<file path="config.mk">
export PLATFORM = sky130hd
export DESIGN_NAME = bankers_safety_allocator
export DESIGN_NICKNAME = d
export VERILOG_FILES = /design/src/sv/bsa_pkg.sv /design/src/sv/bankers_safety_allocator.sv /design/src/sv/bsa_regfile.sv /design/src/sv/bsa_vec_unit.sv
export VERILOG_INCLUDE_DIRS = /design/src /design/src/sv
export SDC_FILE = /design/constraint.sdc
export NUM_CORES = 2
export LEC_CHECK = 0
export CAP_MARGIN = 20
export CORE_ASPECT_RATIO = 1.75
export CORE_UTILIZATION = 41
export CTS_BUF_LIST = sky130_fd_sc_hd__clkbuf_8
export CTS_CLUSTER_DIAMETER = 50
export CTS_CLUSTER_SIZE = 30
export DETAILED_ROUTE_END_ITERATION = 16
export DONT_BUFFER_PORTS = 1
export GPL_ROUTABILITY_DRIVEN = 0
export PLACE_DENSITY = 0.55
export SLEW_MARGIN = 30
export SYNTH_ARGS = -nofsm -noshare
export SYNTH_HDL_FRONTEND = slang
export SYNTH_HIERARCHICAL = 1
export SYNTH_SLANG_ARGS = --single-unit
export TNS_END_PERCENT = 5
</file>
<file path="constraint.sdc">
create_clock -name clock -period 12.6 [get_ports clock]
set_input_delay 1.89 -clock clock [delete_from_list [all_inputs] [get_ports clock]]
set_output_delay 1.89 -clock clock [all_outputs]
set_load 0.01 [all_outputs]
</file>
<file path="src/sv/bankers_safety_allocator_macros.svh">
// ----------------------------------------------------------------------------
// Banker's allocator assertion macros
// Concurrent checks on the rising edge of clock, muted while reset is high.
// ----------------------------------------------------------------------------
`ifndef BANKERS_SAFETY_ALLOCATOR_MACROS_SVH
`define BANKERS_SAFETY_ALLOCATOR_MACROS_SVH

// consequent holds in the same cycle as the antecedent
`define BSA_ASSERT_SAME(label, ante, cons, msg) \
   label: assert property (@(posedge clock) disable iff (reset) (ante) |-> (cons)) \
      else $error(msg);

// consequent holds in the cycle after the antecedent
`define BSA_ASSERT_NEXT(label, ante, cons, msg) \
   label: assert property (@(posedge clock) disable iff (reset) (ante) |=> (cons)) \
      else $error(msg);

`endif

</file>
<file path="src/sv/bsa_pkg.sv">
// ----------------------------------------------------------------------------
// Banker's allocator package
// Shared types, register indexes, command and status codes.
// ----------------------------------------------------------------------------
package bsa_pkg;

   localparam int BYTE_W        = 8;
   localparam int WORK_W        = 11;
   localparam int CSR_W         = 32;
   localparam int CSR_IDX_W     = 3;
   localparam int CFG_CUSTOMERS = 5;
   localparam int FIELD_COUNT   = 4;
   localparam int CUST_W        = 3;

   typedef logic [BYTE_W-1:0] byte_type;
   typedef logic [WORK_W-1:0] work_type;
   typedef logic [CSR_W-1:0]  csr_word_type;

   typedef enum logic [CSR_IDX_W-1:0] {
      REG_TOTAL  = 3'd0,
      REG_CLAIM0 = 3'd1,
      REG_CLAIM1 = 3'd2,
      REG_CLAIM2 = 3'd3,
      REG_CLAIM3 = 3'd4,
      REG_CLAIM4 = 3'd5
   } reg_index_type;

   localparam int REG_COUNT = 6;

   typedef enum logic {
      CMD_REQUEST = 1'b0,
      CMD_RELEASE = 1'b1
   } command_type;

   typedef enum logic [2:0] {
      RSP_GRANTED     = 3'd0,
      RSP_UNSAFE      = 3'd1,
      RSP_UNAVAILABLE = 3'd2,
      RSP_OVER_CLAIM  = 3'd3,
      RSP_RELEASED    = 3'd4,
      RSP_REFUSED     = 3'd5
   } status_type;

   function automatic byte_type sat_sub(input byte_type a, input byte_type b);
      sat_sub = (a > b) ? byte_type'(a - b) : '0;
   endfunction

endpackage

</file>
<file path="src/sv/bankers_safety_allocator.sv">
// ----------------------------------------------------------------------------
// Banker's safety allocator
// Grants, denies and releases units; a grant is kept only if a safe order
// exists. One sequencer drives a shared lane compare/add unit.
// ----------------------------------------------------------------------------
// channel   ports                         handshake
// request   req_command/customer/amount   start, taken when busy is low
// response  rsp_status, rsp_avail_0..3    rsp_valid, one cycle, no back-pressure
// config    csr_index, csr_wdata          csr_write_en, taken at once
//
// Bad customer index: straight to the response. Request: need, then free units;
// release: holdings. Both update holdings and granted totals; a grant's safety
// walk makes N = NUM_CUSTOMERS passes of one customer per cycle; undone if unsafe.
// busy is high from the cycle after start until the response is raised.
// Reset clears holdings, totals, registers and the sequencer; no clearing pass.
// ----------------------------------------------------------------------------
`include "bankers_safety_allocator_macros.svh"

module bankers_safety_allocator import bsa_pkg::*; #(
   parameter int NUM_CUSTOMERS = 5,
   parameter int NUM_RESOURCES = 4
) (
   input  logic                 clock,
   input  logic                 reset,
   input  logic                 start,
   output logic                 busy,
   input  logic                 req_command,
   input  logic [CUST_W-1:0]    req_customer,
   input  logic [BYTE_W-1:0]    req_amount_0,
   input  logic [BYTE_W-1:0]    req_amount_1,
   input  logic [BYTE_W-1:0]    req_amount_2,
   input  logic [BYTE_W-1:0]    req_amount_3,
   output logic                 rsp_valid,
   output logic [2:0]           rsp_status,
   output logic [BYTE_W-1:0]    rsp_avail_0,
   output logic [BYTE_W-1:0]    rsp_avail_1,
   output logic [BYTE_W-1:0]    rsp_avail_2,
   output logic [BYTE_W-1:0]    rsp_avail_3,
   input  logic                 csr_write_en,
   input  logic [CSR_IDX_W-1:0] csr_index,
   input  logic [CSR_W-1:0]     csr_wdata
);

   localparam int CW = $clog2(NUM_CUSTOMERS);

   typedef enum logic [10:0] {
      ST_IDLE   = 11'b000_0000_0001,
      ST_OVER   = 11'b000_0000_0010,
      ST_AVAIL  = 11'b000_0000_0100,
      ST_REL    = 11'b000_0000_1000,
      ST_UPD_H  = 11'b000_0001_0000,
      ST_UPD_G  = 11'b000_0010_0000,
      ST_INIT   = 11'b000_0100_0000,
      ST_SAFE   = 11'b000_1000_0000,
      ST_UNDO_H = 11'b001_0000_0000,
      ST_UNDO_G = 11'b010_0000_0000,
      ST_DONE   = 11'b100_0000_0000
   } state_type;

   state_type          state_ff, state_in;
   command_type        cmd_ff, cmd_in;
   logic [CW-1:0]      cust_ff, cust_in;
   byte_type           amt_ff [NUM_RESOURCES];
   byte_type           amt_in [NUM_RESOURCES];
   byte_type           held_ff [NUM_CUSTOMERS][NUM_RESOURCES];
   byte_type           held_in [NUM_CUSTOMERS][NUM_RESOURCES];
   byte_type           granted_ff [NUM_RESOURCES];
   byte_type           granted_in [NUM_RESOURCES];
   work_type           work_ff [NUM_RESOURCES];
   work_type           work_in [NUM_RESOURCES];
   logic [NUM_CUSTOMERS-1:0] done_ff, done_in;
   logic [CW-1:0]      k_ff, k_in;
   logic [CW-1:0]      pass_ff, pass_in;
   status_type         status_ff, status_in;
   logic               rsp_valid_ff, rsp_valid_in;
   byte_type           rsp_avail_ff [FIELD_COUNT];
   byte_type           rsp_avail_in [FIELD_COUNT];

   byte_type           req_amt [FIELD_COUNT];
   logic [CW-1:0]      sel;
   byte_type           held_sel  [NUM_RESOURCES];
   byte_type           total_vec [NUM_RESOURCES];
   byte_type           claim_vec [NUM_RESOURCES];
   byte_type           need_sel  [NUM_RESOURCES];
   byte_type           avail_vec [NUM_RESOURCES];
   work_type           op_a [NUM_RESOURCES];
   work_type           op_b [NUM_RESOURCES];
   work_type           op_c [NUM_RESOURCES];
   work_type           sum_vec [NUM_RESOURCES];
   logic               all_le;
   logic               neg_amt;

   assign req_amt[0] = req_amount_0;
   assign req_amt[1] = req_amount_1;
   assign req_amt[2] = req_amount_2;
   assign req_amt[3] = req_amount_3;

   bsa_regfile #(
      .NUM_CUSTOMERS (NUM_CUSTOMERS),
      .NUM_RESOURCES (NUM_RESOURCES)
   ) u_regfile (
      .clock        (clock),
      .reset        (reset),
      .csr_write_en (csr_write_en),
      .csr_index    (csr_index),
      .csr_wdata    (csr_wdata),
      .claim_sel    (sel),
      .total_vec    (total_vec),
      .claim_vec    (claim_vec)
   );

   bsa_vec_unit #(
      .NUM_RESOURCES (NUM_RESOURCES)
   ) u_vec_unit (
      .a_vec   (op_a),
      .b_vec   (op_b),
      .c_vec   (op_c),
      .all_le  (all_le),
      .sum_vec (sum_vec)
   );

   assign sel      = (state_ff == ST_SAFE) ? k_ff : cust_ff;
   assign held_sel = held_ff[sel];
   assign neg_amt  = (state_ff == ST_UNDO_H) || (state_ff == ST_UNDO_G) ||
                     (cmd_ff == CMD_RELEASE);

   always_comb begin
      for (int r = 0; r < NUM_RESOURCES; r++) begin
         need_sel[r]  = sat_sub(claim_vec[r], held_sel[r]);
         avail_vec[r] = sat_sub(total_vec[r], granted_ff[r]);
      end
   end

   // operand routing for the shared unit
   always_comb begin
      for (int r = 0; r < NUM_RESOURCES; r++) begin
         op_a[r] = WORK_W'(amt_ff[r]);
         op_b[r] = work_ff[r];
         op_c[r] = neg_amt ? work_type'(WORK_W'(0) - WORK_W'(amt_ff[r]))
                           : WORK_W'(amt_ff[r]);
         case (state_ff)
            ST_OVER: begin
               op_b[r] = WORK_W'(need_sel[r]);
            end
            ST_AVAIL: begin
               op_b[r] = WORK_W'(avail_vec[r]);
            end
            ST_REL, ST_UPD_H, ST_UNDO_H: begin
               op_b[r] = WORK_W'(held_sel[r]);
            end
            ST_UPD_G, ST_UNDO_G: begin
               op_b[r] = WORK_W'(granted_ff[r]);
            end
            ST_SAFE: begin
               op_a[r] = WORK_W'(need_sel[r]);
               op_c[r] = WORK_W'(held_sel[r]);
            end
            default: begin
            end
         endcase
      end
   end

   always_comb begin
      state_in     = state_ff;
      cmd_in       = cmd_ff;
      cust_in      = cust_ff;
      amt_in       = amt_ff;
      held_in      = held_ff;
      granted_in   = granted_ff;
      work_in      = work_ff;
      done_in      = done_ff;
      k_in         = k_ff;
      pass_in      = pass_ff;
      status_in    = status_ff;
      rsp_valid_in = 1'b0;
      rsp_avail_in = rsp_avail_ff;

      case (state_ff)
         ST_IDLE: begin
            if (start) begin
               cmd_in  = command_type'(req_command);
               cust_in = req_customer[CW-1:0];
               for (int r = 0; r < NUM_RESOURCES; r++) begin
                  amt_in[r] = (r < FIELD_COUNT) ? req_amt[r % FIELD_COUNT] : '0;
               end
               if (req_customer >= CUST_W'(NUM_CUSTOMERS)) begin
                  status_in = (req_command == CMD_RELEASE) ? RSP_REFUSED : RSP_OVER_CLAIM;
                  state_in  = ST_DONE;
               end else if (req_command == CMD_RELEASE) begin
                  state_in = ST_REL;
               end else begin
                  state_in = ST_OVER;
               end
            end
         end
         ST_OVER: begin
            if (all_le) begin
               state_in = ST_AVAIL;
            end else begin
               status_in = RSP_OVER_CLAIM;
               state_in  = ST_DONE;
            end
         end
         ST_AVAIL: begin
            if (all_le) begin
               state_in = ST_UPD_H;
            end else begin
               status_in = RSP_UNAVAILABLE;
               state_in  = ST_DONE;
            end
         end
         ST_REL: begin
            if (all_le) begin
               state_in = ST_UPD_H;
            end else begin
               status_in = RSP_REFUSED;
               state_in  = ST_DONE;
            end
         end
         ST_UPD_H, ST_UNDO_H: begin
            for (int r = 0; r < NUM_RESOURCES; r++) begin
               held_in[cust_ff][r] = sum_vec[r][BYTE_W-1:0];
            end
            state_in = (state_ff == ST_UPD_H) ? ST_UPD_G : ST_UNDO_G;
         end
         ST_UPD_G: begin
            for (int r = 0; r < NUM_RESOURCES; r++) begin
               granted_in[r] = sum_vec[r][BYTE_W-1:0];
            end
            if (cmd_ff == CMD_RELEASE) begin
               status_in = RSP_RELEASED;
               state_in  = ST_DONE;
            end else begin
               state_in = ST_INIT;
            end
         end
         ST_INIT: begin
            for (int r = 0; r < NUM_RESOURCES; r++) begin
               work_in[r] = WORK_W'(avail_vec[r]);
            end
            done_in  = '0;
            k_in     = '0;
            pass_in  = '0;
            state_in = ST_SAFE;
         end
         ST_SAFE: begin
            if (!done_ff[k_ff] && all_le) begin
               done_in[k_ff] = 1'b1;
               work_in       = sum_vec;
            end
            if (k_ff == CW'(NUM_CUSTOMERS - 1)) begin
               k_in = '0;
               if (pass_ff == CW'(NUM_CUSTOMERS - 1)) begin
                  if (&done_in) begin
                     status_in = RSP_GRANTED;
                     state_in  = ST_DONE;
                  end else begin
                     status_in = RSP_UNSAFE;
                     state_in  = ST_UNDO_H;
                  end
               end else begin
                  pass_in = pass_ff + CW'(1);
               end
            end else begin
               k_in = k_ff + CW'(1);
            end
         end
         ST_UNDO_G: begin
            for (int r = 0; r < NUM_RESOURCES; r++) begin
               granted_in[r] = sum_vec[r][BYTE_W-1:0];
            end
            state_in = ST_DONE;
         end
         ST_DONE: begin
            rsp_valid_in = 1'b1;
            for (int f = 0; f < FIELD_COUNT; f++) begin
               rsp_avail_in[f] = (f < NUM_RESOURCES) ? avail_vec[f % NUM_RESOURCES] : '0;
            end
            state_in = ST_IDLE;
         end
         default: begin
            state_in = ST_IDLE;
         end
      endcase
   end

   always_ff @(posedge clock) begin
      if (reset) begin
         state_ff     <= ST_IDLE;
         rsp_valid_ff <= 1'b0;
         for (int c = 0; c < NUM_CUSTOMERS; c++) begin
            for (int r = 0; r < NUM_RESOURCES; r++) begin
               held_ff[c][r] <= '0;
            end
         end
         for (int r = 0; r < NUM_RESOURCES; r++) begin
            granted_ff[r] <= '0;
         end
      end else begin
         state_ff     <= state_in;
         rsp_valid_ff <= rsp_valid_in;
         held_ff      <= held_in;
         granted_ff   <= granted_in;
      end
   end

   always_ff @(posedge clock) begin
      cmd_ff       <= cmd_in;
      cust_ff      <= cust_in;
      amt_ff       <= amt_in;
      work_ff      <= work_in;
      done_ff      <= done_in;
      k_ff         <= k_in;
      pass_ff      <= pass_in;
      status_ff    <= status_in;
      rsp_avail_ff <= rsp_avail_in;
   end

   assign busy        = (state_ff != ST_IDLE);
   assign rsp_valid   = rsp_valid_ff;
   assign rsp_status  = status_ff;
   assign rsp_avail_0 = rsp_avail_ff[0];
   assign rsp_avail_1 = rsp_avail_ff[1];
   assign rsp_avail_2 = rsp_avail_ff[2];
   assign rsp_avail_3 = rsp_avail_ff[3];

   `BSA_ASSERT_NEXT(a_start_busy, start && !busy, busy, "accepted transaction did not raise busy")
   `BSA_ASSERT_SAME(a_rsp_from_done, rsp_valid, $past(state_ff == ST_DONE), "stray response")
   `BSA_ASSERT_SAME(a_grant_safe, rsp_valid && (rsp_status == RSP_GRANTED), &done_ff, "grant unsafe")
   `BSA_ASSERT_NEXT(a_done_grows, state_ff == ST_SAFE, ($past(done_ff) & ~done_ff) == '0, "done lost")

endmodule

</file>
<file path="src/sv/bsa_regfile.sv">
// ----------------------------------------------------------------------------
// Banker's allocator register file
// Holds total units and claims; presents the total vector and one claim row.
// ----------------------------------------------------------------------------
module bsa_regfile import bsa_pkg::*; #(
   parameter int NUM_CUSTOMERS = 5,
   parameter int NUM_RESOURCES = 4,
   localparam int CW           = $clog2(NUM_CUSTOMERS)
) (
   input  logic                 clock,
   input  logic                 reset,
   input  logic                 csr_write_en,
   input  logic [CSR_IDX_W-1:0] csr_index,
   input  csr_word_type         csr_wdata,
   input  logic [CW-1:0]        claim_sel,
   output byte_type             total_vec [NUM_RESOURCES],
   output byte_type             claim_vec [NUM_RESOURCES]
);

   csr_word_type regs_ff [REG_COUNT];
   csr_word_type regs_in [REG_COUNT];
   csr_word_type claim_word;

   always_comb begin
      regs_in = regs_ff;
      if (csr_write_en && (csr_index < CSR_IDX_W'(REG_COUNT))) begin
         regs_in[csr_index] = csr_wdata;
      end
   end

   always_ff @(posedge clock) begin
      if (reset) begin
         for (int i = 0; i < REG_COUNT; i++) begin
            regs_ff[i] <= '0;
         end
      end else begin
         regs_ff <= regs_in;
      end
   end

   always_comb begin
      claim_word = '0;
      if (CSR_IDX_W'(claim_sel) < CSR_IDX_W'(CFG_CUSTOMERS)) begin
         claim_word = regs_ff[CSR_IDX_W'(REG_CLAIM0) + CSR_IDX_W'(claim_sel)];
      end
   end

   for (genvar r = 0; r < NUM_RESOURCES; r++) begin : g_field
      if (r < FIELD_COUNT) begin : g_live
         assign total_vec[r] = regs_ff[REG_TOTAL][BYTE_W*r +: BYTE_W];
         assign claim_vec[r] = claim_word[BYTE_W*r +: BYTE_W];
      end else begin : g_zero
         assign total_vec[r] = '0;
         assign claim_vec[r] = '0;
      end
   end

endmodule

</file>
<file path="src/sv/bsa_vec_unit.sv">
// ----------------------------------------------------------------------------
// Banker's allocator vector unit
// Shared lane compare (a <= b in every lane) and lane add (b + c).
// ----------------------------------------------------------------------------
module bsa_vec_unit import bsa_pkg::*; #(
   parameter int NUM_RESOURCES = 4
) (
   input  work_type a_vec   [NUM_RESOURCES],
   input  work_type b_vec   [NUM_RESOURCES],
   input  work_type c_vec   [NUM_RESOURCES],
   output logic     all_le,
   output work_type sum_vec [NUM_RESOURCES]
);

   logic [NUM_RESOURCES-1:0] lane_le;

   always_comb begin
      for (int r = 0; r < NUM_RESOURCES; r++) begin
         lane_le[r] = (a_vec[r] <= b_vec[r]);
         sum_vec[r] = b_vec[r] + c_vec[r];
      end
   end

   assign all_le = &lane_le;

endmodule

</file>
==> out/qor_table.md <==
| Group | Quantity | Value |
|---|---|---|
| timing | Worst slew slack as a fraction of its limit | 0.253 |
| setup path | Reg2reg setup slack | 2660 ps |
| yosys | Per-instance average area after synthesis | 8.09 µm² |
| timing | Portion of the clock cycle consumed by the worst path in the final layout | 0.789 |
| global routing | Antenna violations before repair | 4 |
| cts | CTS tree | built |
| yosys | Proportion of synthesized chip area in sequential cells | 0.386 |
| setup path | Origin of the worst setup path | state_ff[7] |
| yosys | Leading cell types by total area after synthesis | sky130_fd_sc_hd__dfxtp_1 (26%), sky130_fd_sc_hd__edfxtp_1 (12%), sky130_fd_sc_hd__nand2_1 (12%), sky130_fd_sc_hd__a21oi_1 (8.6%), sky130_fd_sc_hd__ha_1 (6.5%) |
| setup path | Critical Path Sink Type | flip-flop |
| timing | Setup TNS | 0 ps |
| cts | Post-CTS repair timing setup buffer count | 0 |
| run status | Run status | completed |
| pwr | Pleak | 11.2 nW |
| yosys | Yosys top cell by area | sky130_fd_sc_hd__dfxtp_1 |
| cts | Total number of clock tree sinks | 522 |
| pwr | Highest ir drop seen on vdd | 75.3 µV |
| timing | Tightest Pin Transition | 1120 ps |
| routing | Iteration count of the initial detailed-routing pass | 8 |
| cts | Root buffer cell | sky130_fd_sc_hd__clkbuf_8 |
| floorplanning | Die area | 75000 µm² |
| setup path | Worst Path Class, Setup | flip-flop to flip-flop |
| timing | Setup Skew | 53.8 ps |
| placed design | Final HPWL from detailed placement | 78800 µm |
| finish | Net total in the final layout | 3831 |
| setup path | Reg-to-Reg End | work_ff[37] |
| routing | Antenna viol nets, final | 0 |
| routing | Detail-routed net length per standard cell | 24.6 µm |
| finish | Fraction of final layout cells sized beyond drive strength 1 | 0.0630 |
| setup path | Slowest Stage Delay on Critical Path | 840 ps |
| placed design | Buffers added on ports | 0 |
| global routing | Aggregate global-route resource usage | 0.292 |
| global routing | Via count of the first global-routing pass | 25700 |
| timing | Fin. Hold Viols | 0 |
| finish | Final Non-Filler Cells | 4552 |
| timing | Final setup violating endpoints | 0 |
| global routing | Maximum number of pins on one net before global-route repair | 391 |
| routing | Count of unresolved DRC violations after routing | 0 |
| global routing | Remaining global-route overflow | 0 |
| yosys | Mapped Cells | 3744 |
| cts | Number of buffers on the longest clock path | 3 |
| global routing | Wire length of the first global-routing pass | 166000 µm |
| timing | Highest achievable clock rate | 101 MHz |
| setup path | Largest fanout of any net on the critical path | 44 |
| cts | Clock-pin slew of the registers on the worst-case setup and hold paths | 110 ps |
| setup path | Nature of the critical path startpoint | flip-flop |
| cts | Insertion delay of the later-clocked pin in the worst-skew pair | 720 ps |
| routing | Per-cell via count in the routed design | 5.96 |
| global routing | Met3 demand-to-capacity share in global routing | 0.0397 |
| global routing | Most crowded layer after global routing | met2 |
| finish | Commonest non-fill, non-tap cell in the layout | sky130_fd_sc_hd__nand2_1 |
| global routing | GR Layer Usage met1 | 0.329 |
| floorplanning | Initial standard-cell utilization of the core | 0.415 |
| cts | Hold-fix buffers, CTS | 0 |
| yosys | Seq cells post-synth | 522 |
| setup path | Slowest stage cell on the critical path | sky130_fd_sc_hd__a2111oi_1 |
| routing | DRC marker count from the first detailed-route iteration | 2444 |
| floorplanning | Number of top-level design ports | 112 |
| yosys | Synth Warn # | 6 |
| yosys | Synth unique cells | 87 |
| setup path | CP endpoint | work_ff[37] |
| yosys | EDFF count, synth | 126 |
| hold path | Hold/Removal Path Class | flip-flop to flip-flop |
| floorplanning | Core footprint | 72900 µm² |
| cts | Number of instances resized during post-cts repair | 0 |
| timing | Max-slew violation count | 0 |
| placed design | Number of cells in the design after placement | 4472 |
| yosys | Fraction of registers with async set or reset after synthesis | 0 |
| timing | RSZ-0062 raised after global routing | false |
| timing | Final worst path period need | 9940 ps |
| setup path | Crit path DAT | 10260 ps |
| floorplanning | Horizontal die dimension | 208 µm |
| cts | TritonCTS buffer count | 42 |
| floorplanning | Row Count | 131 |
| yosys | Mapped cell area | 30300 µm² |
| setup path | Worst R2R Start | state_ff[7] |
| routing | Detailed-route via count | 27200 |
| yosys | Share of the synthesized area in the top cell type | 0.262 |
| finish | Area growth from synthesis to final layout | 5.17% |
| floorplanning | Height of the chip | 362 µm |
| job | Count of max-cap constraint violations | 0 |
| routing | Wire length after detailed routing | 112000 µm |
| setup path | Cell seen most often among critical-path stages | sky130_fd_sc_hd__buf_4 |
| setup path | Data required time of the critical path | 12920 ps |
| yosys | Primary FF master, synth | sky130_fd_sc_hd__dfxtp_1 |
| pwr | Cell area power density | 125 nW/µm² |
| setup path | Number of cells traversed by the worst register-to-register path | 29 |
| cts | Depth of the CTS H-tree | 2 |
| global routing | Global routing usage on met2 | 0.511 |
| finish | Top library cells by usage in the layout, fill and taps aside | sky130_fd_sc_hd__nand2_1 (967), sky130_fd_sc_hd__a21oi_1 (521), sky130_fd_sc_hd__dfxtp_1 (396) |
[state kept, by name (all words and copies together) (netlist names), 5 cells and up]
name                 count
rsp_avail_2              8
state_ff                11
rsp_avail_0              8
granted_ff              32
rsp_avail_3              8
done_ff                  5
u_regfile/regs_ff      160
held_ff                160
work_ff                 44
amt_ff                  32
u_regfile/total_vec     32
rsp_avail_1              8
[how the worst min path moves through the flow]
stage,start,to,slack (ps),cells after the start
finish,held_ff[92],held_ff[92],450,2
global route,u_regfile/regs_ff[58],u_regfile/regs_ff[58],470,2
CTS,held_ff[92],held_ff[92],460,2
detailed placement,held_ff[35],held_ff[35],440,2
global placement,held_ff[96],held_ff[96],440,2
floorplan,held_ff[156],held_ff[156],430,2
[Yosys cell counts, types with 33 or more instances]
cell type / n
sky130_fd_sc_hd__dfxtp_1: 396
sky130_fd_sc_hd__nor3_1: 38
sky130_fd_sc_hd__inv_1: 143
sky130_fd_sc_hd__buf_2: 53
sky130_fd_sc_hd__and2_1: 34
sky130_fd_sc_hd__nand2_1: 968
sky130_fd_sc_hd__nand3_1: 46
sky130_fd_sc_hd__mux4_2: 33
sky130_fd_sc_hd__xnor2_1: 71
sky130_fd_sc_hd__ha_1: 157
sky130_fd_sc_hd__nor2_1: 197
sky130_fd_sc_hd__o31ai_1: 41
sky130_fd_sc_hd__clkbuf_1: 154
sky130_fd_sc_hd__a21oi_1: 522
sky130_fd_sc_hd__mux2i_1: 82
sky130_fd_sc_hd__buf_4: 46
sky130_fd_sc_hd__edfxtp_1: 126
sky130_fd_sc_hd__o21ai_0: 137
[kinds of logic after synthesis]
kind of cell	count (synthesis)	synth area share
compound gates	963	0.191
xor+xnor	96	0.0277
buf+inv	407	0.0594
mux	124	0.0554
other cells	1	0.000124
flops	522	0.386
fa+ha+maj	169	0.0727
simple gates	1462	0.208
[routing by layer]
layer,up-vias,share of wire
li1,12700,-
met1,13000,0.38
met2,1046,0.49
met3,329,0.054
met4,2,0.075
met5,-,0.00012
[metrics by stage]
stage	worst slack, ps	cell area (µm²)	hold WS (ps)	util	power [W]
detailed placement	2670	30800	440	0.422	0.00286
floorplan	3480	30300	428	-	0.00253
finish	2660	31900	453	0.437	0.00399
CTS	2630	31800	457	0.436	0.00399
global route	2020	31900	474	0.437	0.00413
global placement	2590	30800	436	0.422	0.00286
[critical path, delay by kind of cell, from the launching register on]
family          cells  cell delay, ps
compound gates     13            3350
buf+inv             7            2570
fa+ha+maj           3            1230
flops               1             440
mux                 2             740
simple gates        4            1040
[layout make-up]
class                      instances  area, µm²
sequential                       522      11700
antenna                            1       2.50
clock buffer                      44        606
inverter                         144        544
fill                            7373      41100
tap                              931       1160
multi-input combinational       2826      17000
clock inverter                    33        418
timing repair buffer              51        420
[report_power, final]
part	internal [W]	switching [W]	total, W
Clock	0.000406	0.000725	0.00113
Combinational	0.000339	0.000709	0.00105
Sequential	0.00175	0.0000559	0.00181
(Power assumes the default switching activity.)
